### src/sv/nrbp_pkg.sv
// Shared types and constants for the nibble run-length to bitplane decoder.
// Used by the front queue, the back decoder and the top level.
package nrbp_pkg;

  localparam int unsigned WORD_W          = 32;
  localparam int unsigned NIBBLES         = 8;
  localparam int unsigned WIDTH_W         = 12;
  localparam int unsigned MASK_W          = 16;
  localparam int unsigned COLUMN_BITS_DEF = 12;

  localparam logic [WIDTH_W-1:0] WIDTH_RESET = 12'd320;
  localparam logic [MASK_W-1:0]  MASK_RESET  = 16'h0000;

  localparam logic [WORD_W-1:0] HI_SLOT = 32'h8000_0000;
  localparam logic [WORD_W-1:0] LO_SLOT = 32'h0000_8000;

  localparam logic REG_IMAGE_WIDTH = 1'b0;
  localparam logic REG_RLE_MASK    = 1'b1;

  typedef struct packed {
    logic [NIBBLES-1:0] run_hit;
    logic               final_word;
    logic [WORD_W-1:0]  code_word;
  } nrbp_entry_t;

endpackage

### src/sv/nibble_rle_to_interleaved_bitplanes_unit.sv
// Top level of the nibble run-length decoder to interleaved bitplane words.
// Holds the configuration registers and joins nrbp_front and nrbp_back.
//
// Each 32-bit word is loaded from the queue, decoded one nibble at a time
// with an extra step for each additional run copy, and closed by the
// finish and tail states. A two-entry queue lets new words arrive while one
// is decoded, and a full output register stalls placement only when a
// finished group cannot move on.
module nibble_rle_to_interleaved_bitplanes_unit
  import nrbp_pkg::*;
#(
  parameter int unsigned COLUMN_BITS = COLUMN_BITS_DEF
) (
  input  logic                 clk_i,
  input  logic                 rst_ni,
  input  logic                 s_axis_tvalid,
  output logic                 s_axis_tready,
  input  logic [WORD_W-1:0]    s_axis_tdata,  // code_word
  input  logic                 s_axis_tlast,  // final_word
  output logic                 m_axis_tvalid,
  input  logic                 m_axis_tready,
  output logic [2*WORD_W-1:0]  m_axis_tdata,  // planes_01_word, planes_23_word
  output logic                 m_axis_tlast,  // last_of_item
  input  logic                 psel,
  input  logic                 penable,
  input  logic                 pwrite,
  input  logic [2:0]           paddr,
  input  logic [31:0]          pwdata,
  output logic [31:0]          prdata,
  output logic                 pready
);

  logic [WIDTH_W-1:0] image_width_q;
  logic [MASK_W-1:0]  rle_mask_q;
  logic               q_valid, q_pop;
  nrbp_entry_t        q_entry;

  assign pready = 1'b1;
  assign prdata = (paddr[2] == REG_RLE_MASK) ? 32'(rle_mask_q) : 32'(image_width_q);

  always_ff @(posedge clk_i or negedge rst_ni) begin
    if (!rst_ni) begin
      image_width_q <= WIDTH_RESET;
      rle_mask_q    <= MASK_RESET;
    end else if (psel && penable && pwrite && pready) begin
      if (paddr[2] == REG_IMAGE_WIDTH) begin
        image_width_q <= pwdata[WIDTH_W-1:0];
      end else begin
        rle_mask_q <= pwdata[MASK_W-1:0];
      end
    end
  end

  nrbp_front u_front (
    .clk_i         (clk_i),
    .rst_ni        (rst_ni),
    .s_axis_tvalid (s_axis_tvalid),
    .s_axis_tready (s_axis_tready),
    .s_axis_tdata  (s_axis_tdata),
    .s_axis_tlast  (s_axis_tlast),
    .rle_mask_i    (rle_mask_q),
    .q_valid_o     (q_valid),
    .q_entry_o     (q_entry),
    .q_pop_i       (q_pop)
  );

  nrbp_back #(
    .COLUMN_BITS (COLUMN_BITS)
  ) u_back (
    .clk_i         (clk_i),
    .rst_ni        (rst_ni),
    .image_width_i (image_width_q),
    .q_valid_i     (q_valid),
    .q_entry_i     (q_entry),
    .q_pop_o       (q_pop),
    .m_axis_tvalid (m_axis_tvalid),
    .m_axis_tready (m_axis_tready),
    .m_axis_tdata  (m_axis_tdata),
    .m_axis_tlast  (m_axis_tlast)
  );

endmodule

### src/sv/nrbp_front.sv
// Front end: accepts code words, marks the nibbles that start a run and
// buffers them in a two-entry queue. Depends on nrbp_pkg.
module nrbp_front
  import nrbp_pkg::*;
(
  input  logic               clk_i,
  input  logic               rst_ni,
  input  logic               s_axis_tvalid,
  output logic               s_axis_tready,
  input  logic [WORD_W-1:0]  s_axis_tdata,
  input  logic               s_axis_tlast,
  input  logic [MASK_W-1:0]  rle_mask_i,
  output logic               q_valid_o,
  output nrbp_entry_t        q_entry_o,
  input  logic               q_pop_i
);

  nrbp_entry_t       slot_q [2];
  logic              wr_ptr_q, rd_ptr_q;
  logic [1:0]        count_q;
  logic              push;
  nrbp_entry_t       entry;

  always_comb begin
    entry.code_word  = s_axis_tdata;
    entry.final_word = s_axis_tlast;
    for (int i = 0; i < NIBBLES; i++) begin
      entry.run_hit[i] = rle_mask_i[s_axis_tdata[4*i +: 4]];
    end
  end

  assign s_axis_tready = (count_q != 2'd2);
  assign push          = s_axis_tvalid && s_axis_tready;
  assign q_valid_o     = (count_q != 2'd0);
  assign q_entry_o     = slot_q[rd_ptr_q];

  always_ff @(posedge clk_i or negedge rst_ni) begin
    if (!rst_ni) begin
      wr_ptr_q <= 1'b0;
      rd_ptr_q <= 1'b0;
      count_q  <= 2'd0;
    end else begin
      if (push) begin
        wr_ptr_q <= ~wr_ptr_q;
      end
      if (q_pop_i) begin
        rd_ptr_q <= ~rd_ptr_q;
      end
      if (push && !q_pop_i) begin
        count_q <= count_q + 2'd1;
      end else if (!push && q_pop_i) begin
        count_q <= count_q - 2'd1;
      end
    end
  end

  always_ff @(posedge clk_i) begin
    if (push) begin
      slot_q[wr_ptr_q] <= entry;
    end
  end

endmodule

### src/sv/nrbp_back.sv
// Back end: decodes one queued word a nibble or a run copy per cycle unless
// a full output register stalls it, builds the bitplane groups and drives the output register. Depends on nrbp_pkg.
module nrbp_back
  import nrbp_pkg::*;
#(
  parameter int unsigned COLUMN_BITS = COLUMN_BITS_DEF
) (
  input  logic                 clk_i,
  input  logic                 rst_ni,
  input  logic [WIDTH_W-1:0]   image_width_i,
  input  logic                 q_valid_i,
  input  nrbp_entry_t          q_entry_i,
  output logic                 q_pop_o,
  output logic                 m_axis_tvalid,
  input  logic                 m_axis_tready,
  output logic [2*WORD_W-1:0]  m_axis_tdata,
  output logic                 m_axis_tlast
);

  localparam int unsigned CMP_W = (COLUMN_BITS > WIDTH_W) ? COLUMN_BITS : WIDTH_W;

  typedef enum logic [2:0] {
    ST_IDLE, ST_NIB, ST_RUN, ST_FINISH, ST_TAIL
  } state_e;

  state_e               state_q;
  nrbp_entry_t          item_q;
  logic [2:0]           idx_q;
  logic [3:0]           rem_q;
  logic [WORD_W-1:0]    acc01_q, acc23_q;
  logic [3:0]           bitpos_q;
  logic [COLUMN_BITS-1:0] col_q;
  logic                 runp_q;
  logic [3:0]           runpix_q;
  logic                 pend_valid_q;
  logic [WORD_W-1:0]    pend01_q, pend23_q;
  logic                 out_valid_q, out_last_q;
  logic [WORD_W-1:0]    out01_q, out23_q;

  logic [3:0]             nib, pix;
  logic                   do_place, fin_emit, emit_req, stall, out_free, push_out;
  logic                   full, row_end, place_emit, advance;
  logic [WORD_W-1:0]      set01, set23, grp01, grp23;
  logic [COLUMN_BITS-1:0] col_inc;

  always_comb begin
    nib      = item_q.code_word[{idx_q, 2'b00} +: 4];
    pix      = (state_q == ST_RUN || runp_q) ? runpix_q : nib;
    do_place = (state_q == ST_RUN) || ((state_q == ST_NIB) && (!runp_q || nib != 4'd0));
    fin_emit = (state_q == ST_FINISH) && item_q.final_word && (bitpos_q != 4'd0);

    set01 = acc01_q | (pix[0] ? (HI_SLOT >> bitpos_q) : '0)
                    | (pix[1] ? (LO_SLOT >> bitpos_q) : '0);
    set23 = acc23_q | (pix[2] ? (HI_SLOT >> bitpos_q) : '0)
                    | (pix[3] ? (LO_SLOT >> bitpos_q) : '0);
    col_inc    = col_q + 1'b1;
    row_end    = (image_width_i != '0) && (CMP_W'(col_inc) == CMP_W'(image_width_i));
    full       = (bitpos_q == 4'd15);
    place_emit = full || row_end;

    emit_req = (do_place && place_emit) || fin_emit;
    grp01    = do_place ? set01 : acc01_q;
    grp23    = do_place ? set23 : acc23_q;

    out_free = !out_valid_q || m_axis_tready;
    stall    = emit_req && pend_valid_q && !out_free;
    push_out = (emit_req && pend_valid_q && !stall) ||
               ((state_q == ST_TAIL) && pend_valid_q && out_free);
    q_pop_o  = (state_q == ST_IDLE) && q_valid_i;

    advance = ((state_q == ST_NIB) && !(runp_q && nib > 4'd1)) ||
              ((state_q == ST_RUN) && (rem_q == 4'd1));
  end

  assign m_axis_tvalid = out_valid_q;
  assign m_axis_tdata  = {out23_q, out01_q};
  assign m_axis_tlast  = out_last_q;

  always_ff @(posedge clk_i or negedge rst_ni) begin
    if (!rst_ni) begin
      state_q      <= ST_IDLE;
      item_q       <= '0;
      idx_q        <= '0;
      rem_q        <= '0;
      acc01_q      <= '0;
      acc23_q      <= '0;
      bitpos_q     <= '0;
      col_q        <= '0;
      runp_q       <= 1'b0;
      runpix_q     <= '0;
      pend_valid_q <= 1'b0;
      pend01_q     <= '0;
      pend23_q     <= '0;
      out_valid_q  <= 1'b0;
      out_last_q   <= 1'b0;
      out01_q      <= '0;
      out23_q      <= '0;
    end else begin
      if (push_out) begin
        out_valid_q <= 1'b1;
        out01_q     <= pend01_q;
        out23_q     <= pend23_q;
        out_last_q  <= (state_q == ST_TAIL);
      end else if (out_valid_q && m_axis_tready) begin
        out_valid_q <= 1'b0;
      end

      if (emit_req && !stall) begin
        pend_valid_q <= 1'b1;
        pend01_q     <= grp01;
        pend23_q     <= grp23;
      end

      if (do_place && !stall) begin
        acc01_q  <= place_emit ? '0 : set01;
        acc23_q  <= place_emit ? '0 : set23;
        bitpos_q <= place_emit ? 4'd0 : bitpos_q + 4'd1;
        col_q    <= row_end ? '0 : col_inc;
      end

      case (state_q)
        ST_IDLE: begin
          if (q_valid_i) begin
            item_q  <= q_entry_i;
            idx_q   <= '0;
            state_q <= ST_NIB;
          end
        end
        ST_NIB, ST_RUN: begin
          if (!stall) begin
            if (state_q == ST_NIB) begin
              if (runp_q) begin
                runp_q <= 1'b0;
                if (nib > 4'd1) begin
                  rem_q   <= nib - 4'd1;
                  state_q <= ST_RUN;
                end
              end else if (item_q.run_hit[idx_q]) begin
                runp_q   <= 1'b1;
                runpix_q <= nib;
              end
            end else begin
              rem_q <= rem_q - 4'd1;
            end
            if (advance) begin
              if (idx_q == 3'd7) begin
                state_q <= ST_FINISH;
              end else begin
                idx_q   <= idx_q + 3'd1;
                state_q <= ST_NIB;
              end
            end
          end
        end
        ST_FINISH: begin
          if (!stall) begin
            if (item_q.final_word) begin
              acc01_q  <= '0;
              acc23_q  <= '0;
              bitpos_q <= '0;
              col_q    <= '0;
              runp_q   <= 1'b0;
              runpix_q <= '0;
            end
            state_q <= ST_TAIL;
          end
        end
        ST_TAIL: begin
          if (!pend_valid_q) begin
            state_q <= ST_IDLE;
          end else if (out_free) begin
            pend_valid_q <= 1'b0;
            state_q      <= ST_IDLE;
          end
        end
        default: begin
          state_q <= ST_IDLE;
        end
      endcase
    end
  end

`ifndef NO_ASSERTIONS
  a_run_nonzero: assert property (@(posedge clk_i) disable iff (!rst_ni)
    state_q == ST_RUN |-> rem_q != 4'd0)
    else $error("run state entered with no copies left");

  a_pop_idle: assert property (@(posedge clk_i) disable iff (!rst_ni)
    q_pop_o |-> (state_q == ST_IDLE) && q_valid_i)
    else $error("queue popped outside idle or while empty");

  a_empty_group: assert property (@(posedge clk_i) disable iff (!rst_ni)
    bitpos_q == 4'd0 |-> (acc01_q == '0) && (acc23_q == '0))
    else $error("group holds pixels while slot pointer is at the left");

  a_tail_flush: assert property (@(posedge clk_i) disable iff (!rst_ni)
    (state_q == ST_TAIL) && pend_valid_q && out_free |=> !pend_valid_q && out_last_q)
    else $error("pending group not flushed as last of item");
`endif

endmodule
### config.mk
export PLATFORM = sky130hd
export DESIGN_NAME = nibble_rle_to_interleaved_bitplanes_unit
export DESIGN_NICKNAME = d
export VERILOG_FILES = /design/src/sv/nrbp_pkg.sv /design/src/sv/nibble_rle_to_interleaved_bitplanes_unit.sv /design/src/sv/nrbp_front.sv /design/src/sv/nrbp_back.sv
export SDC_FILE = /design/constraint.sdc
export NUM_CORES = 1
export LEC_CHECK = 0
export BUFFER_PORTS_ARGS = -buffer_cell sky130_fd_sc_hd__buf_2
export CORE_MARGIN = 2
export CORE_UTILIZATION = 31
export CTS_BUF_LIST = sky130_fd_sc_hd__clkbuf_8
export DETAILED_ROUTE_END_ITERATION = 10
export GPL_ROUTABILITY_DRIVEN = 0
export HOLD_SLACK_MARGIN = 0.03
export PLACE_DENSITY = 0.58
export SKIP_LAST_GASP = 1
export SYNTH_ARGS = -nofsm -noshare
export SYNTH_HDL_FRONTEND = slang
export SYNTH_SLANG_ARGS = --single-unit
### constraint.sdc
create_clock -name clk_i -period 3.6 [get_ports clk_i]
set_clock_uncertainty 0.2 [all_clocks]
set_input_delay 0.54 -clock clk_i [delete_from_list [all_inputs] [get_ports clk_i]]
set_output_delay 0.54 -clock clk_i [all_outputs]
set_load 0.02 [all_outputs]
==> flow_summary_export.csv, run 1 <==
group,metric,value,unit
floorplanning,die_area,57500,um^2
power_and_ir_drop,power.leakage,8.63,nW
synth,synth_compound_area_frac,0.108,
final_layout,area_growth,19.9,%
detailed_routing,drc_errors,0,
floorplanning,chipWidth,240,um
final_layout,nets,1716,
final_layout,multiInputGateArea,6740,um^2
place,placed_cell_area,18800,um^2
grt,track_usage,0.147,
synth,synth_simple_gate_area_share,0.0877,
synth,ys.flop_type,"dfrtp_1",
power_and_ir_drop,power_density,915,nW/um^2
clock_network,cts_sinks,381,
synth,synthAdderAreaFrac,0.0109,
sta,finalCriticalPeriod,3.46,ns
final_layout,regArea,9950,um^2
synth,yosysMostFrequentCell,"dfrtp_1",
grt,grt_overflow_total,0,
detailed_routing,drt-initial-drc-count,890,
setup_path,cp-end-kind,"register",
synth,muxShareOfSynthArea,0.167,
synth,synth_top_family_by_area,"multiplexers",
sta,max_slew_margin,0.259,
detailed_routing,vias,11900,
final_layout,design_area,20700,um^2
synth,synth_edf_count,82,
power_and_ir_drop,ir_drop,0.536,mV
synth,ys_ff_latch,381,
setup_path,arrival,3.77,ns
setup_path,path_class,"reg -> reg",
outcome,status,"complete, no violations",
floorplanning,core_area,55000,um^2
sta,fin_tns_setup,0,ns
min_path,hold_path.class,"reg -> reg",
clock_network,clock_latency,0.65,ns
clock_network,cts_tree,"yes",
place,port_buffers,139,
detailed_routing,firstDrtPassIters,7,
clock_network,cts-root-buf,"clkbuf_8",
place,place_ws,0.0446,ns
sta,worst_pin_slew,1.11,ns
clock_network,clk_pin_slew_worst_paths,0.06,ns
place,place_hpwl,27300,um
synth,synth_top_cells_by_area,"dfrtp_1 (43%), edfxtp_1 (14%), mux2_2 (6.5%)",
clock_network,cts.htree.levels,3,
synth,ys_warn_count,0,
sta,final.setup.worst_slack,0.140,ns
synth,synth.yosys.seq_area_share,0.578,
synth,avgSynthCellArea,12.1,um^2
grt,antenna_found_initial,2,
sta,setup_viol,0,
sta,rsz0062_at_grt,"false",
floorplanning,io_pins,175,
clock_network,cts_buffer_depth,3,
floorplanning,die_y,240,um
synth,async_reset_ff_frac,0.785,
job,cap_viol_max_count,0,
grt,grt_max_degree,92,
synth,synth_area_leader_cell,"dfrtp_1",
synth,synth_cell_type_count,70,
detailed_routing,drt-vias-per-instance,4.92,
grt,grt_pass1_wl,66300,um
final_layout,fill_cells,5297,
floorplanning,num_rows,86,
detailed_routing,postRouteAntennaNets,0,
setup_path,cp-start-kind,"register",
final_layout,drive_gt1_frac,0.274,
setup_path,cp_max_fo,34,
detailed_routing,routed_wirelength,41600,um
clock_network,numCtsBuffers,69,
sta,fin_hold_ws,0.283,ns
synth,synthTopCellsByCount,"dfrtp_1 (297), nor2_1 (211), a21oi_1 (191)",
synth,synth-xor-area-share,0.0110,
detailed_routing,wire_per_inst,17.2,um
sta,fin_crit_sh,0.961,
grt,grt_pass1_vias,12000,
sta,finalHoldViolCount,0,
sta,maxSlewViolCount,0,
sta,fmaxAchievable,0.289,GHz
synth,netlist_instances,1421,
setup_path,cp.required,3.91,ns
floorplanning,start_util,0.313,
synth,synth_area,17200,um^2
synth,yosysTopAreaCellShare,0.431,
==> where the power goes <==
group	internal [W]	switching, W
sequential	0.00622	0.00127
clock	0.00199	0.00178
combinational	0.00318	0.00447
total	0.0114	0.00752
==> state kept, by name, summed over array words and instances, names as in the netlist, 4 cells and up <==
register         count
u_back.bitpos_q      4
rle_mask_q          16
u_back.acc23_q      32
u_back.rem_q         4
u_back.runpix_q      4
u_back.out01_q      32
u_back.pend23_q     32
u_back.col_q        12
u_back.out23_q      32
u_front.slot_q      82
image_width_q       12
u_back.pend01_q     32
u_back.acc01_q      32
u_back.item_q       41
==> through the flow <==
| step | power [W] | cells | utilization |
|---|---|---|---|
| after global routing | 0.0203 | 2423 | 0.376 |
| after floorplan | 0.0126 | 1436 | - |
| after global placement | 0.0150 | 2250 | 0.342 |
| after detailed placement | 0.0152 | 2250 | 0.342 |
| final | 0.0189 | 2423 | 0.376 |
| after CTS | 0.0191 | 2421 | 0.375 |
==> cell type report <==
type,instances,area share
clock inverter,41,0.00957
clock buffer,78,0.0520
tap,748,0.0453
antenna,1,0.000121
timing repair buffer,237,0.0821
sequential,381,0.482
inverter,15,0.00273
multi-input combinational,922,0.326
==> cell families after synthesis <==
group	count (synthesis)
buf+inv	133
flops	381
mux	211
other cells	2
compound gates	320
xor+xnor	20
simple gates	339
fa+ha+maj	15
==> repair_timing <==
| action | CTS | global route |
|---|---|---|
| hold buffers | 52 | 0 |
| hold endpoints to repair | 181 | 0 |
| setup endpoints to repair | 0 | 150 |
| gates resized for setup | 0 | 9 |
| setup buffers | 0 | 1 |
==> layer usage <==
layer	vias to the layer above	routed length, um	global-route usage
met1	5948	18800	0.198
met5	-	14	0
met3	57	2280	0.0326
met2	355	19700	0.232
met4	2	801	0.0509
li1	5557	-	-
==> placed cells by master, fill, tap and decap left out, drive strengths merged, types with 50 or more instances in the layout <==
master       instances
a21oi              191
a31oi               68
buf                185
clkbuf              78
dfrtp              297
dlygate4sd3         52
edfxtp              82
mux2               111
mux2i               50
mux4                50
nor2               211
==> worst paths after layout <==
check	from	endpoint	depth (start not counted)	slack, ns
worst max-delay path	u_back.col_q[1]	u_back.out23_q[28]	10	0.14
worst min-delay path	u_back.pend01_q[12]	u_back.out01_q[12]	1	0.28
worst max register to register	u_back.col_q[1]	u_back.out23_q[28]	10	0.14
worst min register to register	u_back.pend01_q[12]	u_back.out01_q[12]	1	0.28
max in group asynchronous	rst_ni	u_back.pend01_q[18]	3	1.86
min in group asynchronous	rst_ni	u_back.out01_q[5]	2	0.33
==> critical path, stage by stage, from the launching register on <==
cell and delay [ns]:
dfrtp_1 0.39, ha_1 0.21, nand3_2 0.15, or4_1 0.54, o211ai_1 0.12, nand4_1 0.25
o21a_2 0.34, or2_4 0.27, a31oi_4 0.23, buf_12 0.24, mux2_2 0.36
No activity file was read; power rests on OpenSTA's default activity.
==> inputs of run 2 (changes only) <==
Settings changed: CORE_ASPECT_RATIO set to 0.8.
==> run 2 against run 1 <==
Core utilization hardly changed. First-iteration DRC count is 4.2% lower. Fmax is 0.76% lower. Combinational power rose by 2%. Die area about the same. Sequential power is 1% lower. Critical path depth rose by 2.
==> flow_summary_export.csv, run 2 (same netlist as run 1, synthesis figures left out) <==
group,metric,value,unit
final_layout,drive_gt1_frac,0.279,
final_layout,final_cell_mix,"dfrtp_1 (295), nor2_1 (210), a21oi_1 (191)",
floorplanning,num_rows,77,
sta,finalHoldViolCount,0,
grt,grt_pass1_wl,67100,um
clock_network,clk_pin_slew_worst_paths,0.06,ns
setup_path,cp_common_cell,"buf_12",
clock_network,clock_latency,0.60,ns
final_layout,area_growth,20.2,%
setup_path,cp_max_fo,27,
sta,rsz0062_at_grt,"true",
setup_path,path_buf_inv,3,
floorplanning,core_area,55100,um^2
floorplanning,die_y,215,um
detailed_routing,routed_wirelength,42300,um
clock_network,cts_buffer_depth,3,
final_layout,nets,1711,
setup_path,cp-end-kind,"register",
detailed_routing,postRouteAntennaNets,0,
grt,grt_overflow_total,0,
final_layout,final_cells,2422,
place,place_ws,0.0152,ns
place,port_buffers,139,
setup_path,crit_family,"compound AO/OA/AOI/OAI gates",
setup_path,r2r-start,"u_back.col_q[0]",
final_layout,fin_util,0.376,
sta,setup_viol,0,
sta,max_slew_margin,0.161,
setup_path,path_class,"reg -> reg",
grt,grt_max_degree,83,
final_layout,regArea,9950,um^2
place,place_hpwl,28900,um
clock_network,cts_tree,"yes",
floorplanning,io_pins,175,
final_layout,fill_cells,5376,
detailed_routing,drt-initial-drc-count,853,
grt,track_usage,0.148,
setup_path,cp.required,3.88,ns
grt,antenna_found_initial,1,
setup_path,slowest_delay,0.46,ns
detailed_routing,wire_per_inst,17.5,um
floorplanning,chipWidth,268,um
place,dpl.cell_count,2257,
setup_path,cp-start-kind,"register",
final_layout,multiInputGateArea,6720,um^2
sta,fmaxAchievable,0.287,GHz
clock_network,cts.htree.levels,3,
clock_network,cts_sinks,381,
min_path,worstHoldStart,"s_axis_tdata[16]",
setup_path,worstSetupStartpoint,"u_back.col_q[0]",
job,cap_viol_max_count,0,
detailed_routing,drt-vias-per-instance,4.94,
power_and_ir_drop,power.leakage,8.67,nW
power_and_ir_drop,power_density,923,nW/um^2
sta,finalCriticalPeriod,3.49,ns
clock_network,cts-root-buf,"clkbuf_8",
final_layout,largest_register_ffs,82,
sta,maxSlewViolCount,0,
final_layout,biggestRegsByFlops,"u_front.slot_q: 82 flops, u_back.item_q: 41 flops",
sta,fin_tns_setup,0,ns
outcome,status,"complete, no violations",
setup_path,crit_slowest_cell,"dfrtp_1",
floorplanning,start_util,0.313,
sta,fin_crit_sh,0.969,
final_layout,layout_commonest_cell,"dfrtp_1",
detailed_routing,vias,12000,
detailed_routing,drc_errors,0,
final_layout,top_register,"u_front.slot_q",
sta,final.setup.worst_slack,0.113,ns
grt,grt_pass1_vias,12000,
floorplanning,die_area,57500,um^2
min_path,hold_path.class,"in -> reg",
setup_path,cp_cell_sequence,"ha_1 > nand3_1 > buf_4 > o32a_1 > o211ai_1 > nand4_1 > o21a_1 > or2_4 > a31oi_4 > buf_12 > buf_12 > mux2_2",
sta,worst_pin_slew,1.26,ns
clock_network,numCtsBuffers,67,
setup_path,arrival,3.77,ns
sta,fin_hold_ws,0.0872,ns
detailed_routing,firstDrtPassIters,5,
power_and_ir_drop,ir_drop,0.453,mV
run 2: area by class of cell:
class / count / area share
sequential: 381 / 0.480
multi-input combinational: 922 / 0.325
timing repair buffer: 234 / 0.0818
clock buffer: 85 / 0.0565
tap: 750 / 0.0453
clock inverter: 34 / 0.00840
inverter: 15 / 0.00272
antenna: 1 / 0.000121
run 2: worst reg2reg max path, cell delays in order (launching register included):
cell and delay, ns:
dfrtp_1 0.46, ha_1 0.22, nand3_1 0.11, buf_4 0.19, o32a_1 0.28, o211ai_1 0.17, nand4_1 0.27, o21a_1 0.31
or2_4 0.26, a31oi_4 0.20, buf_12 0.15, buf_12 0.18, mux2_2 0.39
run 2: final timing paths:
| kind | depth (start not counted) | end | slack, ns |
|---|---|---|---|
| hold / removal | 1 | u_front.slot_q[0][16] | 0.09 |
| hold reg to reg | 1 | u_back.out01_q[11] | 0.28 |
| min in group asynchronous | 2 | u_back.out23_q[28] | 0.32 |
| max in group asynchronous | 3 | u_back.acc01_q[22] | 1.91 |
| setup reg to reg | 12 | u_back.out23_q[8] | 0.11 |
| setup / recovery | 12 | u_back.out23_q[8] | 0.11 |
run 2: report_power, final:
group,total (W),internal [W],switching [W],leakage [nW]
sequential,0.00738,0.00622,0.00115,4.32
clock,0.00394,0.00219,0.00174,0.777
combinational,0.00780,0.00320,0.00460,3.57
run 2: stage by stage:
stage	area, um^2	power, W
2_1_floorplan	17300	0.0126
4_1_cts	20600	0.0193
3_3_place_gp	18900	0.0150
3_5_place_dp	18900	0.0152
5_1_grt	20700	0.0205
6_report	20700	0.0191
run 2: layer usage:
metal / vias up / wire [um] / share of wire / GRT usage
li1: 5540 / - / - / -
met1: 6069 / 19400 / 0.46 / 0.206
met2: 303 / 19700 / 0.46 / 0.225
met3: 59 / 2480 / 0.059 / 0.0346
met4: 0 / 781 / 0.018 / 0.0514
met5: - / 0 / 0 / 0
run 2: timing repair:
action / 4_1_cts / 5_1_grt
endpoints found under the setup margin: 0 / 141
buffers inserted: 0 / 1
gates resized for setup: 0 / 3
endpoints found under the hold margin: 138 / 0
hold buffers: 43 / 0
==> inputs of run 3 (changes only) <==
Settings changed: SLEW_MARGIN set to 20.
Clock period 3.6 ns to 4 ns, I/O delays scaled along.
==> run 3 against run 2 <==
Die area unchanged. Cell area decreased by 1.7%. Register-to-register slack improved by 0.06 ns. Core utilization decreased by 0.66 points. Worst setup slack improved by 0.056 ns. First-iteration DRC count decreased by 6.4%. Power decreased by 11%. Critical endpoint is now u_back.out01_q[19]. Largest power group unchanged.
==> flow_summary_export.csv, run 3 (same netlist as run 1, synthesis figures left out) <==
group,metric,value,unit
clock_network,cts_buffer_depth,3,
clock_network,cts.htree.levels,3,
final_layout,multiInputGateArea,6730,um^2
place,place_ws,0.182,ns
sta,final.setup.worst_slack,0.169,ns
final_layout,biggestRegsByFlops,"u_front.slot_q: 82 flops, u_back.item_q: 41 flops",
grt,grt_pass1_wl,67600,um
sta,finalHoldViolCount,0,
sta,maxSlewViolCount,0,
final_layout,fill_cells,5397,
sta,fin_crit_sh,0.958,
floorplanning,io_pins,175,
grt,grt_overflow_total,0,
setup_path,slowest_delay,0.55,ns
setup_path,arrival,4.12,ns
sta,worst_pin_slew,0.909,ns
power_and_ir_drop,power,0.0170,W
final_layout,final_cell_mix,"dfrtp_1 (295), nor2_1 (210), a21oi_1 (191)",
grt,antenna_found_initial,1,
job,cap_viol_max_count,0,
setup_path,cp_cell_sequence,"ha_1 > nand3_1 > or4_1 > o211ai_1 > nand4_1 > o21a_1 > or2_4 > a31oi_4 > clkbuf_16 > mux2_2",
detailed_routing,postRouteAntennaNets,0,
min_path,worstHoldPathCells,1,
clock_network,clk_pin_slew_worst_paths,0.06,ns
floorplanning,start_util,0.313,
setup_path,path_class,"reg -> reg",
detailed_routing,wire_per_inst,17.7,um
clock_network,cts_sinks,381,
setup_path,cp-end-kind,"register",
place,port_buffers,139,
power_and_ir_drop,power.leakage,8.50,nW
final_layout,regArea,9950,um^2
setup_path,ff2ff_path_depth,10,
grt,track_usage,0.149,
sta,fmaxAchievable,0.261,GHz
final_layout,largest_register_ffs,82,
final_layout,drive_gt1_frac,0.265,
final_layout,layout_commonest_cell,"dfrtp_1",
outcome,status,"complete, no violations",
detailed_routing,drt-vias-per-instance,4.97,
floorplanning,num_rows,77,
setup_path,cp_max_fo,64,
clock_network,cts-root-buf,"clkbuf_8",
final_layout,area_growth,18.1,%
final_layout,top_register,"u_front.slot_q",
setup_path,cp.required,4.28,ns
grt,grt_max_degree,97,
detailed_routing,drc_errors,0,
detailed_routing,drt-initial-drc-count,798,
sta,finalCriticalPeriod,3.83,ns
final_layout,nets,1679,
setup_path,crit_slowest_cell,"or4_1",
floorplanning,chipWidth,268,um
setup_path,cp-start-kind,"register",
detailed_routing,vias,11900,
detailed_routing,firstDrtPassIters,5,
sta,max_slew_margin,0.392,
power_and_ir_drop,power_density,837,nW/um^2
detailed_routing,routed_wirelength,42300,um
min_path,hold_path.class,"in -> reg",
power_and_ir_drop,ir_drop,0.340,mV
clock_network,clock_latency,0.61,ns
grt,grt_pass1_vias,12100,
clock_network,cts_tree,"yes",
floorplanning,die_area,57500,um^2
place,place_hpwl,28300,um
clock_network,numCtsBuffers,67,
sta,rsz0062_at_grt,"true",
floorplanning,die_y,215,um
sta,setup_viol,0,
floorplanning,core_area,55100,um^2
[run 3: cell count changes in the layout (fill, tap and decap cells not counted), moves of 3 or more]
| cell | delta |
|---|---|
| clkinv_2 | -9 |
| inv_1 | +7 |
| clkinv_1 | +6 |
| nor2b_2 | +3 |
| clkbuf_8 | -7 |
| dlygate4sd3_1 | -12 |
| buf_4 | -16 |
| inv_6 | +3 |
| nor2b_1 | -3 |
| buf_12 | -4 |
[run 3: area by class of cell]
| type | instances | area share |
|---|---|---|
| Inverter | 15 | 0.00277 |
| Tap cell | 750 | 0.0461 |
| Multi-Input combinational cell | 922 | 0.331 |
| Clock buffer | 78 | 0.0528 |
| Sequential cell | 381 | 0.489 |
| Antenna cell | 1 | 0.000123 |
| Clock inverter | 41 | 0.0111 |
| Timing Repair Buffer | 202 | 0.0675 |
[run 3: critical path: cells and delay by family (launching register included)]
family	cells	cell delay (ns)
flops	1	0.45
buf+inv	1	0.34
compound gates	3	0.66
fa+ha+maj	1	0.28
simple gates	4	1.34
mux	1	0.39
[run 3: power by group]
group          internal, W  total [W]  switching [W]
logic              0.00277    0.00688        0.00410
clock network      0.00190    0.00348        0.00158
registers          0.00560    0.00668        0.00108
[run 3: timing repair]
| item | CTS | global route |
|---|---|---|
| hold endpoints to repair | 146 | 0 |
| setup endpoints to repair | 0 | 31 |
| hold buffers | 31 | 0 |
| resized for setup | 0 | 2 |
| setup buffers | 0 | 4 |
[run 3: worst paths after layout]
kind | slack [ns] | endpoint | start
max | 0.17 | u_back.out01_q[19] | u_back.col_q[0]
min | 0.09 | u_front.slot_q[1][13] | s_axis_tdata[13]
max reg2reg | 0.17 | u_back.out01_q[19] | u_back.col_q[0]
min reg2reg | 0.28 | u_back.out01_q[11] | u_back.out01_q[11]
max in group asynchronous | 2.22 | u_back.out01_q[25] | rst_ni
min in group asynchronous | 0.42 | u_back.out23_q[24] | rst_ni
[run 3: routing by layer]
| layer | vias up | part of all wire | track usage | wire length, um |
|---|---|---|---|---|
| met5 | - | 0 | 0 | 0 |
| met4 | 0 | 0.022 | 0.0566 | 935 |
| met1 | 5997 | 0.46 | 0.207 | 19300 |
| li1 | 5475 | - | - | - |
| met2 | 327 | 0.46 | 0.227 | 19400 |
| met3 | 69 | 0.062 | 0.0344 | 2630 |
[run 3: stage by stage]
step                instances  hold slack (ns)  area [um^2]  TNS, ns   util
floorplan                1436            0.104        17300        0      -
global placement         2235            0.266        18700        0  0.339
detailed placement       2235            0.269        18700        0  0.339
CTS                      2385           0.0316        20300        0  0.368
global route             2389           0.0536        20300   -0.605  0.369
finish                   2390           0.0882        20300        0  0.369
